## src/hw/rtl/kb_mac_pkg.sv

```systemverilog
`default_nettype none

package kb_mac_pkg;

  typedef enum logic [1:0] {
    PH_TEXT   = 2'd0,
    PH_PREFIX = 2'd1,
    PH_KEY    = 2'd2,
    PH_DELAY  = 2'd3
  } phase_t;

  localparam logic [2:0] TK_TEXT  = 3'd0;
  localparam logic [2:0] TK_TAP   = 3'd1;
  localparam logic [2:0] TK_UP    = 3'd3;
  localparam logic [2:0] TK_DELAY = 3'd4;
  localparam logic [2:0] TK_END   = 3'd5;

  localparam logic [7:0] BYTE_END    = 8'h00;
  localparam logic [7:0] BYTE_PREFIX = 8'h01;
  localparam logic [7:0] CODE_DELAY  = 8'h04;
  localparam logic [7:0] BYTE_BAR    = 8'h7C;
  localparam logic [7:0] BYTE_ZERO   = 8'h30;
  localparam logic [7:0] BYTE_NINE   = 8'h39;

  localparam logic [7:0] MACRO_COUNT_RESET = 8'd16;

endpackage

`default_nettype wire

```

## src/hw/rtl/keyboard_macro_stream_parser.sv

```systemverilog
// A token is registered and appears on the output in the cycle after the byte that causes it is accepted.
// Throughput: one byte per cycle; the only stall is a held token at the output.
// The output register frees in the same cycle its token is taken.
// Reset (rst, synchronous): parse state cleared, no token held, macro_count = 16.
// The last byte of a buffer clears the parse state but keeps macro_count.
`default_nettype none

module keyboard_macro_stream_parser
  import kb_mac_pkg::*;
(
  input  wire logic       clk,
  input  wire logic       rst,
  input  wire logic       macro_count_write,
  input  wire logic [7:0] macro_count_data,
  input  wire logic       in_valid,
  output logic            in_stall,
  input  wire logic [7:0] data_byte,
  input  wire logic       last_in_buffer,
  output logic            out_valid,
  input  wire logic       out_stall,
  output logic [2:0]      token_kind,
  output logic [7:0]      key_or_char,
  output logic [15:0]     delay_ms,
  output logic [7:0]      macro_number
);

  logic [7:0]  macro_count;
  phase_t      phase, phase_next;
  logic [1:0]  pending_op, pending_op_next;
  logic [15:0] delay_accum, delay_accum_next;
  logic        digits_closed, digits_closed_next;
  logic [7:0]  current_macro, current_macro_next;

  logic        in_accept;
  logic        emit;
  logic [2:0]  res_kind;
  logic [7:0]  res_key;
  logic [15:0] res_ms;
  logic        is_digit;
  logic [15:0] accum_times_ten;

  assign in_stall  = out_valid & out_stall;
  assign in_accept = in_valid & ~in_stall;

  assign is_digit = (data_byte >= BYTE_ZERO) && (data_byte <= BYTE_NINE);
  assign accum_times_ten = {delay_accum[12:0], 3'b000} + {delay_accum[14:0], 1'b0};

  always_ff @(posedge clk) begin
    if (rst) begin
      macro_count <= MACRO_COUNT_RESET;
    end else if (macro_count_write) begin
      macro_count <= macro_count_data;
    end
  end

  always_ff @(posedge clk) begin
    if (rst) begin
      phase         <= PH_TEXT;
      pending_op    <= 2'd0;
      delay_accum   <= 16'd0;
      digits_closed <= 1'b0;
      current_macro <= 8'd0;
    end else if (in_accept) begin
      phase         <= phase_next;
      pending_op    <= pending_op_next;
      delay_accum   <= delay_accum_next;
      digits_closed <= digits_closed_next;
      current_macro <= current_macro_next;
    end
  end

  always_comb begin
    phase_next         = phase;
    pending_op_next    = pending_op;
    delay_accum_next   = delay_accum;
    digits_closed_next = digits_closed;
    current_macro_next = current_macro;
    emit     = 1'b0;
    res_kind = TK_TEXT;
    res_key  = 8'd0;
    res_ms   = 16'd0;

    if (current_macro < macro_count) begin
      case (phase)
        PH_PREFIX: begin
          if (data_byte >= 8'd1 && data_byte <= {5'd0, TK_UP}) begin
            pending_op_next = data_byte[1:0];
            phase_next      = PH_KEY;
          end else if (data_byte == CODE_DELAY) begin
            delay_accum_next   = 16'd0;
            digits_closed_next = 1'b0;
            phase_next         = PH_DELAY;
          end else begin
            phase_next = PH_TEXT;
          end
        end
        PH_KEY: begin
          emit            = 1'b1;
          res_kind        = {1'b0, pending_op};
          res_key         = data_byte;
          pending_op_next = 2'd0;
          phase_next      = PH_TEXT;
        end
        PH_DELAY: begin
          if (data_byte == BYTE_BAR) begin
            emit               = 1'b1;
            res_kind           = TK_DELAY;
            res_ms             = delay_accum;
            delay_accum_next   = 16'd0;
            digits_closed_next = 1'b0;
            phase_next         = PH_TEXT;
          end else if (!digits_closed && is_digit) begin
            delay_accum_next = accum_times_ten + {12'd0, data_byte[3:0]};
          end else begin
            digits_closed_next = 1'b1;
          end
        end
        default: begin
          if (data_byte == BYTE_END) begin
            emit               = 1'b1;
            res_kind           = TK_END;
            current_macro_next = current_macro + 8'd1;
          end else if (data_byte == BYTE_PREFIX) begin
            phase_next = PH_PREFIX;
          end else begin
            emit     = 1'b1;
            res_kind = TK_TEXT;
            res_key  = data_byte;
          end
        end
      endcase
    end

    if (last_in_buffer) begin
      if (phase_next == PH_DELAY && !emit) begin
        emit     = 1'b1;
        res_kind = TK_DELAY;
        res_key  = 8'd0;
        res_ms   = delay_accum_next;
      end
      phase_next         = PH_TEXT;
      pending_op_next    = 2'd0;
      delay_accum_next   = 16'd0;
      digits_closed_next = 1'b0;
      current_macro_next = 8'd0;
    end
  end

  always_ff @(posedge clk) begin
    if (rst) begin
      out_valid <= 1'b0;
    end else if (in_accept) begin
      out_valid <= emit;
    end else if (!out_stall) begin
      out_valid <= 1'b0;
    end
  end

  always_ff @(posedge clk) begin
    if (in_accept && emit) begin
      token_kind   <= res_kind;
      key_or_char  <= res_key;
      delay_ms     <= res_ms;
      macro_number <= current_macro;
    end
  end

  a_last_clears: assert property (@(posedge clk) disable iff (rst)
    in_accept && last_in_buffer |=> phase == PH_TEXT && current_macro == 8'd0
      && delay_accum == 16'd0)
    else $error("parse state not cleared after last byte");

  a_kind_range: assert property (@(posedge clk) disable iff (rst)
    out_valid |-> token_kind <= TK_END)
    else $error("token kind out of range");

  a_ms_only_delay: assert property (@(posedge clk) disable iff (rst)
    out_valid && token_kind != TK_DELAY |-> delay_ms == 16'd0)
    else $error("delay value on non-delay token");

  a_key_token: assert property (@(posedge clk) disable iff (rst)
    in_accept && phase == PH_KEY && current_macro < macro_count
      |=> out_valid && token_kind >= TK_TAP && token_kind <= TK_UP
        && key_or_char == $past(data_byte))
    else $error("keycode byte did not give a key token");

  a_macro_step: assert property (@(posedge clk) disable iff (rst)
    in_accept && !last_in_buffer
      |=> current_macro == $past(current_macro)
        || current_macro == $past(current_macro) + 8'd1)
    else $error("macro index jumped");

endmodule

`default_nettype wire
```

## config.mk

```make
export PLATFORM = sky130hd
export DESIGN_NAME = keyboard_macro_stream_parser
export DESIGN_NICKNAME = d
export VERILOG_FILES = /design/src/hw/rtl/kb_mac_pkg.sv /design/src/hw/rtl/keyboard_macro_stream_parser.sv
export SDC_FILE = /design/constraint.sdc
export NUM_CORES = 1
export LEC_CHECK = 0
export BUFFER_PORTS_ARGS = -buffer_cell sky130_fd_sc_hd__buf_4
export CORE_AREA = 4 4 86 88
export DETAILED_ROUTE_END_ITERATION = 7
export DIE_AREA = 0 0 90 92
export PLACE_DENSITY = 0.85
export SYNTH_ARGS = -nofsm -noshare
export SYNTH_HDL_FRONTEND = slang
export SYNTH_SLANG_ARGS = --single-unit
```

## constraint.sdc

```tcl
create_clock -name clk -period 6.91 [get_ports clk]
set_input_delay 0.3455 -clock clk [delete_from_list [all_inputs] [get_ports clk]]
set_output_delay 0.3455 -clock clk [all_outputs]
set_load 0.005 [all_outputs]
```

; ---- After elaboration in Yosys (flattened, before gate mapping)
; Index checks and enable logic that the tools add are counted.
[word_totals]
regBits = 73
in_bits = 22
out_inout_bits = 37
wordCells = 108
[classes]
bitwise_logic = 3
addsub = 3
reduce_logical = 17
eq_ne = 13
n_lt_le_gt_ge = 5
n_mux = 56
[ops]
columns = op, count
row1 = 16-bit 2-to-1 mux, 11
row2 = 8-bit 2-to-1 mux, 9
row3 = 16-bit one-hot mux with 2 select lines, 1
row4 = 2-bit 2-to-1 mux, 10
row5 = 16-bit adder, 1
row6 = 16-bit by 4-bit adder with 16-bit output, 1
row7 = 8-bit one-hot mux with 2 select lines, 1
row8 = 3-bit 2-to-1 mux, 5
row9 = 1-bit 2-to-1 mux, 14
row10 = "3-bit inequality test, second input constant", 3
row11 = 3-bit one-hot mux with 3 select lines, 1
row12 = "8-bit by 1-bit adder with 8-bit output, second input constant", 1
row13 = "8-bit by 1-bit == test with 1-bit output, second input constant", 1
row14 = "8-bit by 3-bit == test with 1-bit output, second input constant", 1
row15 = "8-bit by 7-bit == test with 1-bit output, second input constant", 1
row16 = "8-bit by 1-bit greater-or-equal comparator with 1-bit output, second input constant", 1
row17 = "8-bit by 6-bit greater-or-equal comparator with 1-bit output, second input constant", 1
row18 = "8-bit by 2-bit less-or-equal comparator with 1-bit output, second input constant", 1
row19 = "8-bit by 6-bit less-or-equal comparator with 1-bit output, second input constant", 1
row20 = 8-bit zero test, 1
row21 = 8-bit < comparator, 1
row22 = 4-bit AND reduction, 2
row23 = "2-bit == test, second input constant", 3
row24 = 2-bit one-hot mux with 3 select lines, 1
row25 = 15 further kinds, 24

; ---- Longest topological paths before layout
; Gate-level depths: netlist of the first run.
[logic_depth]
word_depth = 10
depth_mapped = 11
ltp_nobuf = 11

; ---- Worst setup path after synthesis of the first run
; OpenSTA, ideal clock, no wires.
[synth_path]
path_type = register -> register
start = register macro_count[5]
end = register delay_ms[0] (enable)
arrival_time_ps = 3463
setup_slack_ps = 3019
required_time_ps = 6483
n_path_buf = 1
setup_time_ps = 427
synth_period_minus_slack_ps = 3891
path_stages_with_launch = 11
path_cell_list = dfxtp_1 inv_1 ha_1 a211oi_1 o21bai_1 a21oi_1 a21oi_1 and4b_1 buf_2 nor2_1 nor2_1
[synth_via]
elab_chain_len = 7
elab_cells_between_ends = 9
cone_classes = order compare: 1 / eq/ne: 1 / mux: 4 / reduce/logical: 3
[synth_lines]
columns = item, line
row1 = from (decl), keyboard_macro_stream_parser.sv:27  ; logic [7:0] macro_count;
row2 = from (signal assigned), keyboard_macro_stream_parser.sv:52  ; macro_count <= macro_count_data;
row3 = 8-bit < comparator *, keyboard_macro_stream_parser.sv:83  ; if (current_macro < macro_count) begin
row4 = 2-bit 2-to-1 mux / 1-bit 2-to-1 mux (equally long branches), keyboard_macro_stream_parser.sv:83
row5 = 2-bit == test / 1-bit zero test (equally long branches), keyboard_macro_stream_parser.sv:135  ; if (phase_next == PH_DELAY && !emit) begin
row6 = 1-bit logical AND, keyboard_macro_stream_parser.sv:135
row7 = 1-bit 2-to-1 mux, keyboard_macro_stream_parser.sv:135
row8 = 1-bit 2-to-1 mux *, keyboard_macro_stream_parser.sv:134  ; if (last_in_buffer) begin
row9 = 1-bit logical AND *, keyboard_macro_stream_parser.sv:160  ; if (in_accept && emit) begin
row10 = to (signal assigned), keyboard_macro_stream_parser.sv:163  ; delay_ms <= res_ms;
row11 = to (decl), keyboard_macro_stream_parser.sv:23  ; output logic [15:0] delay_ms,
; Mark *: on every way between the ends. The rest lies on a longest branch, timed or not.
; A chain may end at the register's enable or synchronous reset.

; ---- Worst setup path after layout of the first run
[layout_path]
start = register current_macro[2]
end = register key_or_char[5] (enable)
[layout_via]
elab_chain_len = 7
elab_cells_between_ends = 9
cone_classes = order compare: 1 / eq/ne: 1 / mux: 4 / reduce/logical: 3
[layout_lines]
columns = item, line
row1 = from (decl), keyboard_macro_stream_parser.sv:32  ; logic [7:0] current_macro, current_macro_next;
row2 = from (signal assigned), keyboard_macro_stream_parser.sv:68  ; current_macro <= current_macro_next;
row3 = 8-bit < comparator *, keyboard_macro_stream_parser.sv:83
row4 = 2-bit 2-to-1 mux / 1-bit 2-to-1 mux (equally long branches), keyboard_macro_stream_parser.sv:83
row5 = 2-bit == test / 1-bit zero test (equally long branches), keyboard_macro_stream_parser.sv:135
row6 = 1-bit logical AND, keyboard_macro_stream_parser.sv:135
row7 = 1-bit 2-to-1 mux, keyboard_macro_stream_parser.sv:135
row8 = 1-bit 2-to-1 mux *, keyboard_macro_stream_parser.sv:134
row9 = 1-bit logical AND *, keyboard_macro_stream_parser.sv:160
row10 = to (signal assigned), keyboard_macro_stream_parser.sv:162  ; key_or_char <= res_key;
row11 = to (decl), keyboard_macro_stream_parser.sv:22  ; output logic [7:0] key_or_char,
; Marks and branches as above.

==> results of run 1 <==
cell families (layout without fill, tap and decap cells):
logic type | Yosys count | in the layout | synth area share (%)
buf+inv | 31 | 94 | 3.32
flops | 73 | 73 | 44.5
simple gates | 124 | 124 | 16.2
fa+ha+maj | 36 | 36 | 11.4
mux | 10 | 10 | 2.46
compound gates | 101 | 101 | 18.4
xor+xnor | 17 | 17 | 3.66
final timing paths:
check	start	to	slack, ns	cells past startpoint
max	current_macro[2]$_SDFFE_PP0P_	key_or_char[5]$_DFFE_PP_	3.22	8
max reg2reg	current_macro[2]$_SDFFE_PP0P_	key_or_char[5]$_DFFE_PP_	3.22	8
min	macro_count_data[4]	macro_count[4]$_SDFFE_PP1P_	0.22	3
min reg2reg	macro_count[4]$_SDFFE_PP1P_	macro_count[4]$_SDFFE_PP1P_	0.50	2
where the power goes:
| group | internal [mW] | leakage (nW) | switching [mW] |
|---|---|---|---|
| registers | 0.468 | 0.669 | 0.00468 |
| clock network | 0.218 | 0.121 | 0.161 |
| logic | 0.0327 | 1.29 | 0.0439 |
per-layer routing:
| layer | GRT usage, % | share of wire, % | vias to the layer above |
|---|---|---|---|
| met5 | 0 | 0 | - |
| met1 | 31.8 | 46 | 1596 |
| met3 | 5.33 | 7.3 | 18 |
| met4 | 7.65 | 1.6 | 0 |
| li1 | - | - | 1590 |
| met2 | 36.3 | 45 | 143 |
layout make-up:
| cell class | count | area [sq um] |
|---|---|---|
| well taps | 80 | 100 |
| clock inverters | 3 | 43.8 |
| inverters | 20 | 75.1 |
| clock buffers | 13 | 190 |
| repair buffers | 58 | 435 |
| fillers | 479 | 1860 |
| multi-input cells | 288 | 2130 |
| flip-flops and latches | 73 | 1810 |
synthesized netlist by cell type (all sizes together), types with 2 or more instances:
library cell  instances  area share, %
a211oi                5           0.92
a21o                  5           0.92
a21oi                18            2.5
a22o                 25            5.4
a22oi                 3           0.55
a31oi                 3           0.46
a32o                  3           0.74
and2                  3           0.46
and3                  9            1.4
buf                   6            1.0
clkbuf                5           0.46
dfxtp                38             19
edfxtp               35             26
fa                    2           0.98
ha                   34             10
inv                  20            1.8
mux2i                10            2.5
nand2                28            2.6
nand3                 7           0.98
nand3b                2           0.37
nand4                 4           0.62
nand4b                2           0.58
nor2                 45            4.3
nor2b                 2           0.31
nor3                  8            1.1
nor4                  3            1.1
o211ai                4           0.74
o21a                  3           0.55
o21ai                20            2.6
o2bb2ai               2           0.43
or3                   2           0.43
or4                   3           0.55
xnor2                 8            1.7
xor2                  9            1.9
through the flow:
| step | hold WS [ns] | utilization (%) | instances |
|---|---|---|---|
| floorplan | 0.448 | - | 392 |
| global placement | 0.466 | 68.5 | 519 |
| detailed placement | 0.486 | 68.5 | 519 |
| CTS | 0.211 | 72.0 | 535 |
| global route | 0.223 | 72.0 | 535 |
| finish | 0.216 | 72.0 | 535 |
sequential cells by signal, summed over array words and instances (netlist names), 2 cells and up:
signal and cells:
key_or_char 8, macro_number 8, token_kind 3, delay_accum 16, phase 2, current_macro 8, pending_op 2, macro_count 8
delay_ms 16
worst reg2reg max path, cell delays in order (launching register included):
cell,delay [ns]
dfxtp_1,0.43
ha_1,0.29
a211oi_1,0.27
o21ai_1,0.18
a21oi_1,0.55
a21oi_1,0.19
and4b_1,0.50
nor2_1,0.13
nor2_4,0.75
==> metrics.md, run 1 <==
| Metric | Value |
|---|---|
| Status | finished, final reports clean |
| First-pass DRT Iterations | 5 |
| Root Buffer | clkbuf_8 |
| Placed cell areas | 0.00455 sq mm |
| Initial antenna violation count | 0 |
| CTS Buf Count | 9 |
| Post-synth cell types | 61 |
| Final Total Pwr | 0.928 mW |
| Mean cell area of the mapped netlist | 10.4 sq um |
| RSZ-0062 raised after global routing | no |
| Clock latency on the worst-skew pair | 0.35 ns |
| CP startpoint kind | flop |
| Max-slew violation total from the final report | 0 |
| Total track usage | 23.2% |
| Die height | 92 microns |
| Most frequent cells in the layout | buf_4, nor2_1, dfxtp_1 |
| Max transition margin | 34.4% |
| CP required | 6.89 ns |
| Pre-CTS WS | 3.28 ns |
| Leak | 2.08 nW |
| Mapped Nets | 450 |
| Initial drt markers | 229 |
| Number of flops mapped to enable cells by yosys | 35 |
| Vias in the first global route | 3153 |
| Vias per std cell | 6.26 |
| Nets | 508 |
| CP peak stage delay | 0.75 ns |
| Synthesized area | 0.00407 sq mm |
| Seq/Total Area, Yosys | 44.5% |
| First-pass GRT wire length | 15500 microns |
| Asr flop ratio synth | 0% |
| Final period util | 53.4% |
| Pwr/cell area | 194 mW/mm^2 |
| Die W | 90 microns |
| Per-cell routed wire length | 17.6 microns |
| Crit Path Category | reg -> reg |
| # setup viols final | 0 |
| Core Region | 0.00664 sq mm |
| Die Area | 0.00828 sq mm |
| Setup TNS | 0 ns |
| Fin crit period | 3.69 ns |
| Yosys warns | 0 |
| DRC errors left | 0 |
| Grt ovf | 0 |
| Starting density of the core | 61.2% |
| Maximum vdd drop | 108 uV |
| Area Overhead vs Synth | 17.6% |
| Synth Instances | 392 |
| Hold Path Class | in -> reg |
| Cts hold-fix bufs | 0 |
| PortBufs | 58 |
| Post-CTS resize count | 0 |
| Clock-pin slew on the worst setup and hold paths | 0.08 ns |
| Largest net degree at the start of global routing | 36 |
| Critical Path Most Common Cell | a21oi_1 |
| Clock Tree Buf Depth | 2 |
| Clock Skews | 0.00971 ns |
| Antenna cells | 0 |
| # IOs | 59 |
| Most common cell after layout, fill and taps aside | buf_4 |
| Final Hold Viols | 0 |
| Crit Path Max Fanout | 35 |
| Row count | 30 |
| Fin area | 0.00478 sq mm |
| CP Capture Type | flop |
| GPL Wtd Cong | 0.888 |
| Ys flop type | dfxtp_1 |
| WP buf/inv | 0 |
| Final WS setup | 3.22 ns |
| CTS sink count | 73 |
| Routed Antenna Nets | 0 |
| Top delay family on crit path | simple AND/OR/NAND/NOR gates |
| Worst Max-Slew Pin Slew | 0.975 ns |
| Share of cells above drive strength 1 | 19.1% |
| Wirelength, routed | 9400 microns |
| Vias | 3347 |
| TritonCTS clock tree | done |
| F_max | 271 MHz |
| Worst path cell trace | ha_1, a211oi_1, o21ai_1, a21oi_1, a21oi_1, and4b_1, nor2_1, nor2_4 |
| # Post-CTS Setup Buffers | 0 |
| H-tree depth | 3 |
| Slowest CP cell | nor2_4 |
| FF+latch count, synth | 73 |
| Arr. time, crit path | 3.66 ns |
| Number of max-cap violations | 0 |
| Dpl hpwl | 6700 microns |
(Power assumes the default switching activity.)
==> run 2: changes to the inputs <==
- ABC_AREA: not set -> 1
- CORE_AREA: 4 4 86 88 -> 4 4 94 96
- DIE_AREA: 0 0 90 92 -> 0 0 98 100
- PLACE_DENSITY: 0.85 -> 0.79
- clock period: 6.91 -> 3.6 ns (I/O delays scaled with it)
==> run 2 against run 1 <==
Non-clock buffer count up 2. Global-route usage shrank 0.82 points. First-iteration DRC count increased by 2.2%. Fmax grew 36%. Via count rose by 25%. Wire length up 13%. Sequential share of layout area fell by 3.7 points. Largest cell class unchanged. Clock power up 97%. Sequential power is 93% higher. Area after synthesis is 12% higher. Combinational power grew 110%.
==> metrics.md, run 2 <==
| Metric | Value |
|---|---|
| Status | finished, final reports clean |
| Maximum vdd drop | 213 uV |
| Number of max-cap violations | 0 |
| Fin area | 0.00530 sq mm |
| Biggest regs | delay_accum: 16 flops, delay_ms: 16 flops |
| Arr. time, crit path | 2.83 ns |
| Setup TNS | 0 ns |
| Synth Instances | 623 |
| Yosys warns | 0 |
| Post-synth cell types | 37 |
| Routed Antenna Nets | 0 |
| Critical R2R Launch | delay_accum[0]$_SDFFE_PP0P_ |
| Cts hold-fix bufs | 0 |
| Slowest CP cell | fa_1 |
| FF+latch count, synth | 73 |
| Commonest cells in the netlist | nand2_1, inv_1, nor2_1 |
| Placed cell areas | 0.00506 sq mm |
| Per-cell routed wire length | 13.4 microns |
| Yosys top cell area share | 23.0% |
| Final period util | 75.6% |
| First-pass DRT Iterations | 5 |
| Vias per std cell | 5.31 |
| # setup viols final | 0 |
| Comb power frac | 8.7% |
| RSZ-0062 raised after global routing | no |
| H-tree depth | 3 |
| Fin crit period | 2.72 ns |
| Max transition margin | 42.0% |
| Clk pwr share | 41.0% |
| Leak | 2.54 nW |
| Multi-input combinational cell area | 0.00241 sq mm |
| Initial antenna violation count | 0 |
| F_max | 368 MHz |
| Worst path cell trace | inv_1, fa_1, inv_1, fa_1, nand3_1, nand2_1, nand3_1, nand2_1, or2_2, nand4_1, nand2_1, nand2_1, nand2_1 |
| Pwr/cell area | 343 mW/mm^2 |
| Largest net degree at the start of global routing | 33 |
| Root Buffer | clkbuf_8 |
| Mean cell area of the mapped netlist | 7.34 sq um |
| CTS Buf Count | 9 |
| Reg area | 0.00181 sq mm |
| Crit Path Max Fanout | 4 |
| Worst Max-Slew Pin Slew | 0.868 ns |
| Vias in the first global route | 3772 |
| Initial drt markers | 234 |
| Dpl hpwl | 8090 microns |
| Clock Skews | 0.00702 ns |
| Row count | 33 |
| Max-slew violation total from the final report | 0 |
| Synth top area cells | edfxtp_1, nand2_1, dfxtp_1, ha_1, a21oi_1 |
| Sequential share of power | 50.3% |
| WP buf/inv | 2 |
| Fill count | 691 |
| DRC errors left | 0 |
| Sw Pwr | 0.435 mW |
| CP required | 3.71 ns |
| Hold Path Class | in -> reg |
| Wirelength, routed | 10600 microns |
| Starting density of the core | 56.8% |
| First-pass GRT wire length | 17900 microns |
| Die W | 98 microns |
| # IOs | 59 |
| Vias | 4189 |
| Clock-pin slew on the worst setup and hold paths | 0.08 ns |
| Die Area | 0.00980 sq mm |
| Post-CTS resize count | 0 |
| Hold Crit Start | macro_count_write |
| Die height | 100 microns |
| CP startpoint kind | flop |
| Int Pwr | 1.38 mW |
| Sw frac | 23.9% |
| Most frequent cells in the layout | nand2_1, inv_1, buf_4 |
| GPL Wtd Cong | 0.950 |
| # Post-CTS Setup Buffers | 0 |
| Most common cell after layout, fill and taps aside | nand2_1 |
| Ys flop type | dfxtp_1 |
| TritonCTS clock tree | done |
| Mapped Nets | 681 |
| Synth area leader | edfxtp_1 |
| Area Overhead vs Synth | 16.0% |
| PortBufs | 58 |
| Nets | 737 |
| Share of cells above drive strength 1 | 14.5% |
| Antenna cells | 0 |
| Crit Path Category | reg -> reg |
| Top delay family on crit path | adder cells |
| Total track usage | 22.3% |
| CTS sink count | 73 |
| Synthesized area | 0.00457 sq mm |
| Seq/Total Area, Yosys | 39.6% |
| CP peak stage delay | 0.52 ns |
| Number of flops mapped to enable cells by yosys | 35 |
| Asr flop ratio synth | 0% |
| Clock Tree Buf Depth | 2 |
| Clock latency on the worst-skew pair | 0.35 ns |
| Grt ovf | 0 |
| CP Capture Type | flop |
| Count leader, synth | nand2_1 |
| Final Hold Viols | 0 |
| Crit path launch | delay_accum[0]$_SDFFE_PP0P_ |
| Core Region | 0.00805 sq mm |
| Critical Path Most Common Cell | nand2_1 |
[run 2: cell count changes after synthesis, sizes merged, moves of 4 or more]
cell	previous run	this run
a211oi	5	0
a21o	5	0
a21oi	18	51
a22o	25	0
and3	9	0
inv	20	67
mux2i	10	0
nand2	28	224
nand3	7	40
nor2	45	61
o21ai	20	28
xnor2	8	4
xor2	9	5
[run 2: worst reg2reg max path, stage by stage (launching register included)]
cell	delay, ns
dfxtp_1	0.40
inv_1	0.10
fa_1	0.52
inv_1	0.07
fa_1	0.47
nand3_1	0.10
nand2_1	0.11
nand3_1	0.09
nand2_1	0.06
or2_2	0.28
nand4_1	0.08
nand2_1	0.08
nand2_1	0.08
nand2_1	0.04
[run 2: final timing paths]
kind / end / slack [ns] / depth (start not counted)
worst min-delay path: macro_count[4]$_SDFFE_PP1P_ / 0.05 / 2
worst max-delay path: delay_ms[8]$_DFFE_PP_ / 0.88 / 13
worst max register to register: delay_ms[8]$_DFFE_PP_ / 0.88 / 13
worst min register to register: macro_count[1]$_SDFFE_PP0P_ / 0.48 / 2
[run 2: area by class of cell]
| type | count | share of cell area (%) |
|---|---|---|
| Multi-Input combinational cell | 467 | 45.5 |
| Clock buffer | 11 | 3.28 |
| Sequential cell | 73 | 34.2 |
| Clock inverter | 5 | 1.23 |
| Timing Repair Buffer | 60 | 8.49 |
| Tap cell | 105 | 2.48 |
| Inverter | 68 | 4.91 |
[run 2: power by group through the flow]
| stage | sequential (mW) | combinational (mW) | clock (mW) |
|---|---|---|---|
| floorplan | 0.937 | 0.0749 | 0 |
| global placement | 0.935 | 0.157 | 0 |
| detailed placement | 0.935 | 0.159 | 0 |
| CTS | 0.916 | 0.160 | 0.752 |
| global route | 0.919 | 0.178 | 0.788 |
| finish | 0.915 | 0.158 | 0.745 |
[run 2: metal layers]
| layer | track usage (%) | routed length, microns | vias to the layer above |
|---|---|---|---|
| li1 | - | - | 2131 |
| met1 | 31.0 | 4780 | 1895 |
| met2 | 36.7 | 4890 | 152 |
| met3 | 3.68 | 811 | 11 |
| met4 | 5.43 | 105 | 0 |
| met5 | 0 | 0 | - |
[run 2: metrics by stage]
step           util, %  hold WS (ns)  setup slack, ns  instances  total power [mW]
6_report          65.9        0.0480            0.879        789              1.82
5_1_grt           65.9        0.0590            0.696        789              1.89
4_1_cts           65.9        0.0466            0.888        789              1.83
3_5_place_dp      62.9         0.408            0.911        773              1.09
3_3_place_gp      62.9         0.403            0.988        773              1.09
2_1_floorplan        -         0.291             1.04        623              1.01
[run 2: logic make-up after synthesis]
logic type / count (synthesis) / share of synthesized area [%]
AND/OR/NAND/NOR: 338 / 31.0
AO/OA/AOI/OAI: 84 / 9.83
buffers and inverters: 83 / 7.64
flip-flops: 73 / 39.6
adder cells (fa/ha/maj): 36 / 10.2
XOR/XNOR: 9 / 1.72
